File: config.mk
export PLATFORM = sky130hd
export DESIGN_NAME = four_level_page_table_walker_core
export DESIGN_NICKNAME = d
export VERILOG_FILES = /design/src/rtl/core/fptw_pkg.sv /design/src/rtl/core/four_level_page_table_walker_core.sv
export SDC_FILE = /design/constraint.sdc
export NUM_CORES = 1
export LEC_CHECK = 0
export BUFFER_PORTS_ARGS = -buffer_cell sky130_fd_sc_hd__buf_2
export CORE_AREA = 10 10 230 232
export CTS_CLUSTER_DIAMETER = 150
export DETAILED_ROUTE_END_ITERATION = 8
export DIE_AREA = 0 0 240 242
export PLACE_DENSITY_LB_ADDON = 0.15
export RECOVER_POWER = 100
export SKIP_LAST_GASP = 1
export SYNTH_ARGS = -nofsm -noshare
export SYNTH_HDL_FRONTEND = slang
export SYNTH_SLANG_ARGS = --single-unit
File: constraint.sdc
create_clock -name clock -period 14.05 [get_ports clock]
set_input_delay 1.405 -clock clock [delete_from_list [all_inputs] [get_ports clock]]
set_output_delay 1.405 -clock clock [all_outputs]
set_load 0.05 [all_outputs]
File: src/rtl/core/fptw_pkg.sv
// Shared types, constants and helpers for the four-level page table walker.
`default_nettype none
package fptw_pkg;

   localparam int unsigned VA_WIDTH    = 64;
   localparam int unsigned PA_WIDTH    = 52;
   localparam int unsigned LIMIT_WIDTH = 49;
   localparam int unsigned LEVEL_WIDTH = 2;
   localparam int unsigned REQ_TDATA_WIDTH = 200;
   localparam int unsigned RSP_TDATA_WIDTH = 56;

   localparam logic [63:0] FRAME_MASK  = 64'h000F_FFFF_FFFF_F000;
   localparam logic [63:0] PAGE_OFFSET = 64'h0000_0000_0000_0FFF;
   localparam logic [63:0] SPAN_1G     = 64'h0000_0000_3FFF_FFFF;
   localparam logic [63:0] SPAN_2M     = 64'h0000_0000_001F_FFFF;
   localparam logic [63:0] PAGE_BYTES  = 64'h0000_0000_0000_1000;
   localparam logic [48:0] USER_LIMIT_RESET = 49'h0_8000_0000_0000;

   // Entry bit positions
   localparam int unsigned BIT_PRESENT  = 0;
   localparam int unsigned BIT_WRITABLE = 1;
   localparam int unsigned BIT_HUGE     = 7;

   // Table levels
   localparam logic [LEVEL_WIDTH-1:0] LEVEL_PT   = 2'd0;
   localparam logic [LEVEL_WIDTH-1:0] LEVEL_PD   = 2'd1;
   localparam logic [LEVEL_WIDTH-1:0] LEVEL_PDP  = 2'd2;
   localparam logic [LEVEL_WIDTH-1:0] LEVEL_PML4 = 2'd3;

   typedef enum logic [1:0] {
      OP_TRANSLATE = 2'd0,
      OP_VALIDATE  = 2'd1,
      OP_ENTRY     = 2'd2,
      OP_UNUSED    = 2'd3
   } opcode_type;

   typedef enum logic [1:0] {
      KIND_MEM_READ   = 2'd0,
      KIND_XLATE_DONE = 2'd1,
      KIND_RANGE_DONE = 2'd2,
      KIND_UNUSED     = 2'd3
   } kind_type;

   typedef enum logic [1:0] {
      MODE_IDLE  = 2'd0,
      MODE_XLATE = 2'd1,
      MODE_RANGE = 2'd2,
      MODE_SPARE = 2'd3
   } mode_type;

   typedef enum logic {
      CSR_ROOT_BASE  = 1'b0,
      CSR_USER_LIMIT = 1'b1
   } csr_index_type;

   // Byte address of the entry for va at the given level, inside a 4 KB table
   function automatic logic [PA_WIDTH-1:0] entry_addr(input logic [63:0] table_base,
                                                     input logic [63:0] va,
                                                     input logic [LEVEL_WIDTH-1:0] level);
      logic [8:0]  idx;
      logic [63:0] base;
      case (level)
         LEVEL_PT:   idx = va[20:12];
         LEVEL_PD:   idx = va[29:21];
         LEVEL_PDP:  idx = va[38:30];
         LEVEL_PML4: idx = va[47:39];
         default:    idx = va[47:39];
      endcase
      base = table_base & FRAME_MASK;
      return {base[PA_WIDTH-1:12], idx, 3'b000};
   endfunction

endpackage
`default_nettype wire

File: src/rtl/core/four_level_page_table_walker_core.sv
// Four-level x86-64 page table walker: request register, walk logic, result register.
// Usage:
//   req_* carries translate and range-validate requests and the table entries that
//   memory returns; rsp_* carries entry read requests and walk completions.
//   A translate or validate request answers with an entry read (or an immediate
//   range reject); each returned entry answers with the next read or a completion.
//   A new translate or validate request drops any walk in progress.
//   A request is registered on accept, then processed into the result register
//   when that register is free or being drained; its response is then held on rsp_*
//   until taken.
//   Throughput: one request per cycle unless stalled; a single pass of mask, index,
//   add and compare logic between the two registers reads and writes the walk state.
//   Entries arriving while idle and unused opcodes produce no response.
//   When a result waits and rsp_tready is low the result register holds, the request
//   register fills, and req_tready drops until the result is taken.
//   Reset (synchronous, active high) empties both registers, returns to idle, restores
//   the register defaults. The user must write csr_* only while idle (not enforced).
`default_nettype none
module four_level_page_table_walker_core (
   input  wire logic                                    clock,
   input  wire logic                                    reset,
   // request channel
   input  wire logic                                    req_tvalid,
   output logic                                         req_tready,
   // address[63:0], range_size[127:64], write_check[128], entry_data[192:129], zero pad
   input  wire logic [fptw_pkg::REQ_TDATA_WIDTH-1:0]    req_tdata,
   // opcode[1:0]
   input  wire logic [1:0]                              req_tuser,
   // response channel
   output logic                                         rsp_tvalid,
   input  wire logic                                    rsp_tready,
   // result_address[51:0], ok[52], zero pad
   output logic [fptw_pkg::RSP_TDATA_WIDTH-1:0]         rsp_tdata,
   // kind[1:0]
   output logic [1:0]                                   rsp_tuser,
   // register write port
   input  wire logic                                    csr_we,
   input  wire logic                                    csr_index,
   input  wire logic [fptw_pkg::PA_WIDTH-1:0]           csr_wdata
);
   import fptw_pkg::*;

   // registers
   logic [PA_WIDTH-1:0]    root_base_ff;
   logic [LIMIT_WIDTH-1:0] user_limit_ff;

   // request register
   logic             in_valid_ff;
   opcode_type       in_op_ff;
   logic [63:0]      in_addr_ff;
   logic [63:0]      in_size_ff;
   logic             in_write_check_ff;
   logic [63:0]      in_entry_ff;

   // walk state
   logic [LEVEL_WIDTH-1:0] level_ff, level_in;
   mode_type               mode_ff, mode_in;
   logic [63:0]            cur_page_ff, cur_page_in;
   logic [63:0]            last_page_ff, last_page_in;
   logic                   write_req_ff, write_req_in;

   // result register
   logic                   out_valid_ff;
   kind_type               out_kind_ff, out_kind_in;
   logic [PA_WIDTH-1:0]    out_addr_ff, out_addr_in;
   logic                   out_ok_ff, out_ok_in;
   logic                   emit_in;

   logic                   advance;
   logic [64:0]            range_end;
   logic [63:0]            end_minus_one;
   logic [63:0]            page_base;
   logic [63:0]            next_page;
   logic [63:0]            span_mask;
   logic [63:0]            leaf_pa;
   logic                   range_bad;
   logic                   leaf;
   logic [LEVEL_WIDTH-1:0] level_down;
   kind_type               fail_kind;

   // Advance when the result register is free or being drained
   assign advance    = in_valid_ff && (!out_valid_ff || rsp_tready);
   assign req_tready = !in_valid_ff || advance;

   assign rsp_tvalid = out_valid_ff;
   assign rsp_tuser  = out_kind_ff;
   assign rsp_tdata  = {{(RSP_TDATA_WIDTH-PA_WIDTH-1){1'b0}}, out_ok_ff, out_addr_ff};

   // Configuration registers
   always_ff @(posedge clock) begin
      if (reset) begin
         root_base_ff  <= '0;
         user_limit_ff <= USER_LIMIT_RESET;
      end else if (csr_we) begin
         case (csr_index_type'(csr_index))
            CSR_ROOT_BASE:  root_base_ff  <= csr_wdata;
            CSR_USER_LIMIT: user_limit_ff <= csr_wdata[LIMIT_WIDTH-1:0];
            default:        root_base_ff  <= root_base_ff;
         endcase
      end
   end

   // Capture a request
   always_ff @(posedge clock) begin
      if (reset) begin
         in_valid_ff <= 1'b0;
      end else if (req_tready) begin
         in_valid_ff <= req_tvalid;
      end
   end

   always_ff @(posedge clock) begin
      if (req_tready && req_tvalid) begin
         in_op_ff          <= opcode_type'(req_tuser);
         in_addr_ff        <= req_tdata[63:0];
         in_size_ff        <= req_tdata[127:64];
         in_write_check_ff <= req_tdata[128];
         in_entry_ff       <= req_tdata[192:129];
      end
   end

   // Range arithmetic and leaf decode
   assign range_end     = {1'b0, in_addr_ff} + {1'b0, in_size_ff};
   assign end_minus_one = range_end[63:0] - 64'd1;
   assign range_bad     = (in_addr_ff == '0) || (in_size_ff == '0) || range_end[64] ||
                          (range_end[63:0] > {{(64-LIMIT_WIDTH){1'b0}}, user_limit_ff});
   assign page_base     = in_addr_ff & ~PAGE_OFFSET;
   assign next_page     = cur_page_ff + PAGE_BYTES;
   assign level_down    = level_ff - 2'd1;
   assign fail_kind     = (mode_ff == MODE_XLATE) ? KIND_XLATE_DONE : KIND_RANGE_DONE;

   always_comb begin
      leaf      = 1'b0;
      span_mask = PAGE_OFFSET;
      if (level_ff == LEVEL_PT) begin
         leaf = 1'b1;
      end else if (level_ff == LEVEL_PDP && in_entry_ff[BIT_HUGE]) begin
         leaf      = 1'b1;
         span_mask = SPAN_1G;
      end else if (level_ff == LEVEL_PD && in_entry_ff[BIT_HUGE]) begin
         leaf      = 1'b1;
         span_mask = SPAN_2M;
      end
   end

   assign leaf_pa = (in_entry_ff & FRAME_MASK & ~span_mask) | (cur_page_ff & span_mask);

   // Walk step: next state and result
   always_comb begin
      level_in     = level_ff;
      mode_in      = mode_ff;
      cur_page_in  = cur_page_ff;
      last_page_in = last_page_ff;
      write_req_in = write_req_ff;
      emit_in      = 1'b0;
      out_kind_in  = KIND_MEM_READ;
      out_addr_in  = '0;
      out_ok_in    = 1'b0;
      case (in_op_ff)
         OP_TRANSLATE: begin
            mode_in     = MODE_XLATE;
            cur_page_in = in_addr_ff;
            level_in    = LEVEL_PML4;
            emit_in     = 1'b1;
            out_addr_in = entry_addr({12'b0, root_base_ff}, in_addr_ff, LEVEL_PML4);
         end
         OP_VALIDATE: begin
            emit_in = 1'b1;
            if (range_bad) begin
               mode_in     = MODE_IDLE;
               level_in    = LEVEL_PT;
               out_kind_in = KIND_RANGE_DONE;
            end else begin
               mode_in      = MODE_RANGE;
               cur_page_in  = page_base;
               last_page_in = end_minus_one & ~PAGE_OFFSET;
               write_req_in = in_write_check_ff;
               level_in     = LEVEL_PML4;
               out_addr_in  = entry_addr({12'b0, root_base_ff}, page_base, LEVEL_PML4);
            end
         end
         OP_ENTRY: begin
            if (mode_ff != MODE_IDLE) begin
               emit_in = 1'b1;
               if (!in_entry_ff[BIT_PRESENT]) begin
                  mode_in     = MODE_IDLE;
                  level_in    = LEVEL_PT;
                  out_kind_in = fail_kind;
               end else if (!leaf) begin
                  level_in    = level_down;
                  out_addr_in = entry_addr(in_entry_ff, cur_page_ff, level_down);
               end else if (mode_ff == MODE_XLATE) begin
                  mode_in     = MODE_IDLE;
                  level_in    = LEVEL_PT;
                  out_kind_in = KIND_XLATE_DONE;
                  out_addr_in = leaf_pa[PA_WIDTH-1:0];
                  out_ok_in   = 1'b1;
               end else if (write_req_ff && !in_entry_ff[BIT_WRITABLE]) begin
                  mode_in     = MODE_IDLE;
                  level_in    = LEVEL_PT;
                  out_kind_in = fail_kind;
               end else if (cur_page_ff == last_page_ff) begin
                  mode_in     = MODE_IDLE;
                  level_in    = LEVEL_PT;
                  out_kind_in = KIND_RANGE_DONE;
                  out_ok_in   = 1'b1;
               end else begin
                  // advance to the next page and walk again from the root
                  cur_page_in = next_page;
                  level_in    = LEVEL_PML4;
                  out_addr_in = entry_addr({12'b0, root_base_ff}, next_page, LEVEL_PML4);
               end
            end
         end
         default: begin
            emit_in = 1'b0;
         end
      endcase
   end

   // Walk state registers
   always_ff @(posedge clock) begin
      if (reset) begin
         level_ff     <= LEVEL_PT;
         mode_ff      <= MODE_IDLE;
         cur_page_ff  <= '0;
         last_page_ff <= '0;
         write_req_ff <= 1'b0;
      end else if (advance) begin
         level_ff     <= level_in;
         mode_ff      <= mode_in;
         cur_page_ff  <= cur_page_in;
         last_page_ff <= last_page_in;
         write_req_ff <= write_req_in;
      end
   end

   // Result register: load on advance, drop when taken
   always_ff @(posedge clock) begin
      if (reset) begin
         out_valid_ff <= 1'b0;
      end else if (advance) begin
         out_valid_ff <= emit_in;
      end else if (rsp_tready) begin
         out_valid_ff <= 1'b0;
      end
   end

   always_ff @(posedge clock) begin
      if (advance && emit_in) begin
         out_kind_ff <= out_kind_in;
         out_addr_ff <= out_addr_in;
         out_ok_ff   <= out_ok_in;
      end
   end

endmodule
`default_nettype wire
# After elaboration in Yosys (flattened, before gate mapping)
# Cells that the tools add are included.
[classes]
eq_ne = 18
add_sub_neg = 4
n_mux = 55
order_cmp = 1
n_reduce_logical = 30
bitwise_logic = 6
[op_table]
columns = ["op", "count"]
rows = [
  ["$mux W64", 7],
  ["$mux W52", 7],
  ["$pmux W64 S3", 1],
  ["$pmux W52 S3", 1],
  ["$logic_not A64 Y1", 2],
  ["$add A64 B64 Y65", 1],
  ["$add A64 B13 Y64 const B", 1],
  ["$eq A64 B64 Y1", 1],
  ["$gt A64 B49 Y1", 1],
  ["$sub A64 B1 Y64 const B", 1],
  ["$mux W30", 2],
  ["$and A52 B30 Y52", 1],
  ["$and A52 B52 Y52", 1],
  ["$not A30 Y52", 1],
  ["$or A52 B52 Y52", 1],
  ["$mux W2", 22],
  ["$pmux W9 S4", 1],
  ["$mux W21", 1],
  ["$ne A2 B2 Y1 const B", 7],
  ["$pmux W2 S3", 2],
  ["$mux W1", 9],
  ["$reduce_and A9 Y1", 1],
  ["$eq A2 B1 Y1 const B", 4],
  ["$eq A2 B2 Y1 const B", 4],
  ["other kinds (17)", 34],
]
[word_totals]
register_bits = 462
in_bits = 260
output_inout_bits = 60
word_cells = 131

# Logic depth before layout (Yosys ltp)
[depth]
word_depth = 13
depth_mapped = 24
depth_no_buf = 22

# Least setup slack after synthesis
# OpenSTA, ideal clock, no wires.
[synth_path]
path_kind = "input-to-reg"
start = "in rsp_tready"
end = "reg in_addr_ff[0] (enable)"
arrival_time_ns = 5.872
stages = 3
required_ns = 13.496
setup_time_ns = 0.554
slack_ns = 7.624
n_path_buf = 0
cell_sequence = "nor2b_1 > nand2_1 > and2_1"
[synth_between]
elab_chain_cells = 4
[synth_rtl]
columns = ["element", "line", "source"]
rows = [
  ["start, declared", "four_level_page_table_walker_core.sv:31", "input wire logic rsp_tready,"],
  ["$logic_or A1 B1 Y1", "four_level_page_table_walker_core.sv:82", "assign advance = in_valid_ff && (!out_valid_ff || rsp_tready);"],
  ["$logic_and A1 B1 Y1", "four_level_page_table_walker_core.sv:82", ""],
  ["$logic_or A1 B1 Y1", "four_level_page_table_walker_core.sv:83", "assign req_tready = !in_valid_ff || advance;"],
  ["net req_tready", "four_level_page_table_walker_core.sv:24", "output logic req_tready,"],
  ["$logic_and A1 B1 Y1", "four_level_page_table_walker_core.sv:113", "if (req_tready && req_tvalid) begin"],
  ["end signal, assigned", "four_level_page_table_walker_core.sv:115", "in_addr_ff <= req_tdata[63:0];"],
  ["end, declared", "four_level_page_table_walker_core.sv:50", "logic [63:0] in_addr_ff;"],
]
# The timed path passes the listed nets, and every way through them passes these cells.
# A chain may end at the register's enable or synchronous reset.

# Worst setup path after layout
[layout_path]
start = "reg in_addr_ff[1]"
end = "reg last_page_ff[44]"
[layout_between]
elab_chain_cells = 6
elab_cells_between_ends = 9
cone_classes = "add/sub (2); order compare (1); bitwise (1); reduce/logical (5)"
[layout_rtl]
columns = ["element", "line", "source"]
rows = [
  ["branches (longest 6 deep; another with $add A64 B64 Y65)", "n/a", ""],
  ["end signal, assigned", "four_level_page_table_walker_core.sv:233", "last_page_ff <= last_page_in;"],
  ["end, declared", "four_level_page_table_walker_core.sv:59", "logic [63:0] last_page_ff, last_page_in;"],
]
# Parallel ways; which one is timed is not known.

==> flow_metrics.tcl <==
set metrics [dict create \
    synth_top_area_cell "edfxtp_1" \
    grtUsageTotal_pct 33.8 \
    vias 25400 \
    ios 320 \
    synthTopCellsByArea "edfxtp_1 (26%), dfxtp_1 (16%), ha_1 (5.9%)" \
    cts_resized 0 \
    ys_dominant_reg_cell "edfxtp_1" \
    area_growth_pct 11.9 \
    power.density_nw_per_um2 117 \
    synth.distinct_cells 101 \
    cts_made_buffers 46 \
    dieArea_um2 58100 \
    worstSetupPathType "flop to flop" \
    netlist_area_um2 26300 \
    drc 0 \
    crit_chain "inv_1 -> fa_1 -> nor2b_1 -> o2111a_1 -> o21ai_0 -> a311oi_1 -> o21ai_0 -> xnor2_1 -> ha_1 -> nand3_1 -> nor3_1 -> a2111oi_0 -> o21a_1 -> o2111ai_1 -> a21oi_1 -> o211ai_1 -> or3_1 -> nor4_1 -> clkbuf_1 -> o21ai_0 -> a21oi_1" \
    rows 81 \
    finalSetupViolCount 0 \
    avgSynthCellArea_um2 8.96 \
    final_common_cell "nand2_1" \
    max-slew-margin-rel_pct -213 \
    hpwlAfterDp_um 78500 \
    cpPeakStageDelay_ns 2.07 \
    grt-ovfl-total 0 \
    ys_seq_area_share_pct 42.3 \
    postCtsSetupBuffers 0 \
    yosysWarnings 0 \
    ir_drop_mv 0.122 \
    hp-class "flop to flop" \
    die_w_um 240 \
    p_leak_uw 0.0106 \
    fin_hold_ws_ns 0.457 \
    port-buffer-count 288 \
    max_freq_mhz 99.7 \
    clock_path_buffers 3 \
    start_util_pct 54.3 \
    critPathSlowestCell "clkbuf_1" \
    fin_nets 3509 \
    synth.top_cell.area_share_pct 26.1 \
    fin_ws_ns 4.02 \
    critPathLaunchType "flop" \
    pre_cts_ws_ns 5.93 \
    die_h_um 242 \
    maxCapViolCount 10 \
    critPathCaptureType "flop" \
    synth-seq-cells 441 \
    avgViaCountPerCell 6.71 \
    required_ns 14.55 \
    cpMostUsedCell "o21ai_0" \
    synth_edf_count 229 \
    antenna_found_initial 7 \
    wl_per_cell_um 27.0 \
    rsz0062_at_grt "no" \
    critPathMaxFanout 40 \
    hold_viol 0 \
    finalClockSkew_ns 0.0343 \
    tightest_slew_ns 4.70 \
    drive_gt1_share_pct 11.9 \
    dr.pass1.iters 8 \
    syn_inst 2935 \
    grt_pass1_wl_um 150000 \
    layout_common_cells "nand2_1 (371), a21oi_1 (290), edfxtp_1 (229)" \
    drt-initial-drc-count 3250 \
    worstPathArrival_ns 10.53 \
    ant_nets 0 \
    status "finished, violations left" \
    cts_tree "built" \
    clk_pin_slew_worst_paths_ns 0.06 \
    grt_max_degree 106 \
    tns_ns 0 \
    place_congestion 1.00 \
    postCtsHoldBufs 0 \
    cts_sinks 441 \
    htreeDepth 2 \
    cts-root-buf "clkbuf_16" \
    clk_latency_ns 0.63 \
    async_flop_share_pct 0 \
    slew_violations 561 \
    drt-total-wl_um 102000 \
    grt_pass1_vias 23800 \
    min_period_over_period_pct 71.4 \
    final.min_clock_period_ns 10.03 \
    utilization_pct 60.8 \
    core_um2 48400 \
    violations "capacitance limit, slew limit" \
]
==> per-stage QoR <==
stage	power, uW	area (um^2)	std cells
2_1_floorplan	1930	26300	2937
3_3_place_gp	2160	28000	3697
3_5_place_dp	2180	28000	3697
4_1_cts	3430	29600	3783
5_1_grt	3570	29400	3789
6_report	3450	29400	3791
==> worst max-delay path: cells and delay by family (launching register included) <==
kind | cells | cell delay (ns)
flops | 1 | 0.55
xor+xnor | 1 | 0.62
compound gates | 11 | 4.17
fa+ha+maj | 2 | 0.89
buf+inv | 2 | 2.35
simple gates | 5 | 1.27
==> routing by layer <==
layer / GRT usage [%] / vias up / wire length (um)
li1: - / 11400 / -
met1: 43.7 / 12200 / 40000
met3: 8.68 / 311 / 11500
met5: 0 / - / 27
met2: 50.8 / 1539 / 44700
met4: 18.7 / 4 / 6200
==> report_power, final <==
| group | total (uW) | switching [uW] | internal, uW |
|---|---|---|---|
| Combinational | 712 | 472 | 239 |
| Sequential | 1480 | 66.2 | 1410 |
| Clock | 1260 | 553 | 706 |
==> final cells by class <==
cell class	instances	area, um^2
multi-input combinational	2199	14000
timing repair buffer	313	1510
tap	622	778
antenna	8	20.0
sequential	441	11100
clock inverter	23	265
clock buffer	63	1280
inverter	122	458
fill	4242	19000
==> synth_stat cells (11+ instances only) <==
library cell	instances
nand4_1	81
inv_1	121
and3_1	27
mux2i_1	35
nor2_1	173
ha_1	125
a32oi_1	16
and2_1	27
buf_2	15
nand3_1	69
o211ai_1	18
nand2_1	372
and4_1	21
a22oi_1	30
a211oi_1	21
nor3_1	47
edfxtp_1	229
or4b_2	14
a21oi_1	290
a22o_1	36
or4_1	11
o2bb2ai_1	20
or3_1	31
a31oi_1	11
clkbuf_1	142
xnor2_1	88
o21ai_0	219
mux2_2	15
o21a_1	24
xor2_1	37
a21o_1	36
nand2b_1	13
a221o_1	20
nor2b_1	16
dfxtp_1	212
nor4_1	65
a211o_1	11
o32ai_1	15
==> worst paths after layout <==
kind	to	slack, ns	depth (start not counted)	start
setup / recovery	last_page_ff[44]	4.02	21	in_addr_ff[1]
hold / removal	root_base_ff[51]	0.46	2	root_base_ff[51]
setup reg to reg	last_page_ff[44]	4.02	21	in_addr_ff[1]
hold reg to reg	root_base_ff[51]	0.46	2	root_base_ff[51]
==> kinds of logic (layout without fill, tap and decap cells) <==
group	count (synthesis)	count (layout)	synth area share [%]
mux	50	50	1.97
other cells	1	11	0.0143
simple gates	1003	1003	19.0
flops	441	441	42.3
compound gates	892	892	22.0
fa+ha+maj	126	126	6.02
xor+xnor	125	125	4.16
buf+inv	297	521	4.54
==> registers in the layout, summed over array words and instances, names as in the netlist <==
name               count
level_ff               2
last_page_ff          52
mode_ff                2
rsp_tvalid             1
root_base_ff          40
in_write_check_ff      1
rsp_tuser              2
in_valid_ff            1
out_ok_ff              1
in_op_ff               2
user_limit_ff         49
in_entry_ff           43
cur_page_ff           64
in_size_ff            64
write_req_ff           1
out_addr_ff           52
in_addr_ff            64
No activity file was read; power rests on OpenSTA's default activity.
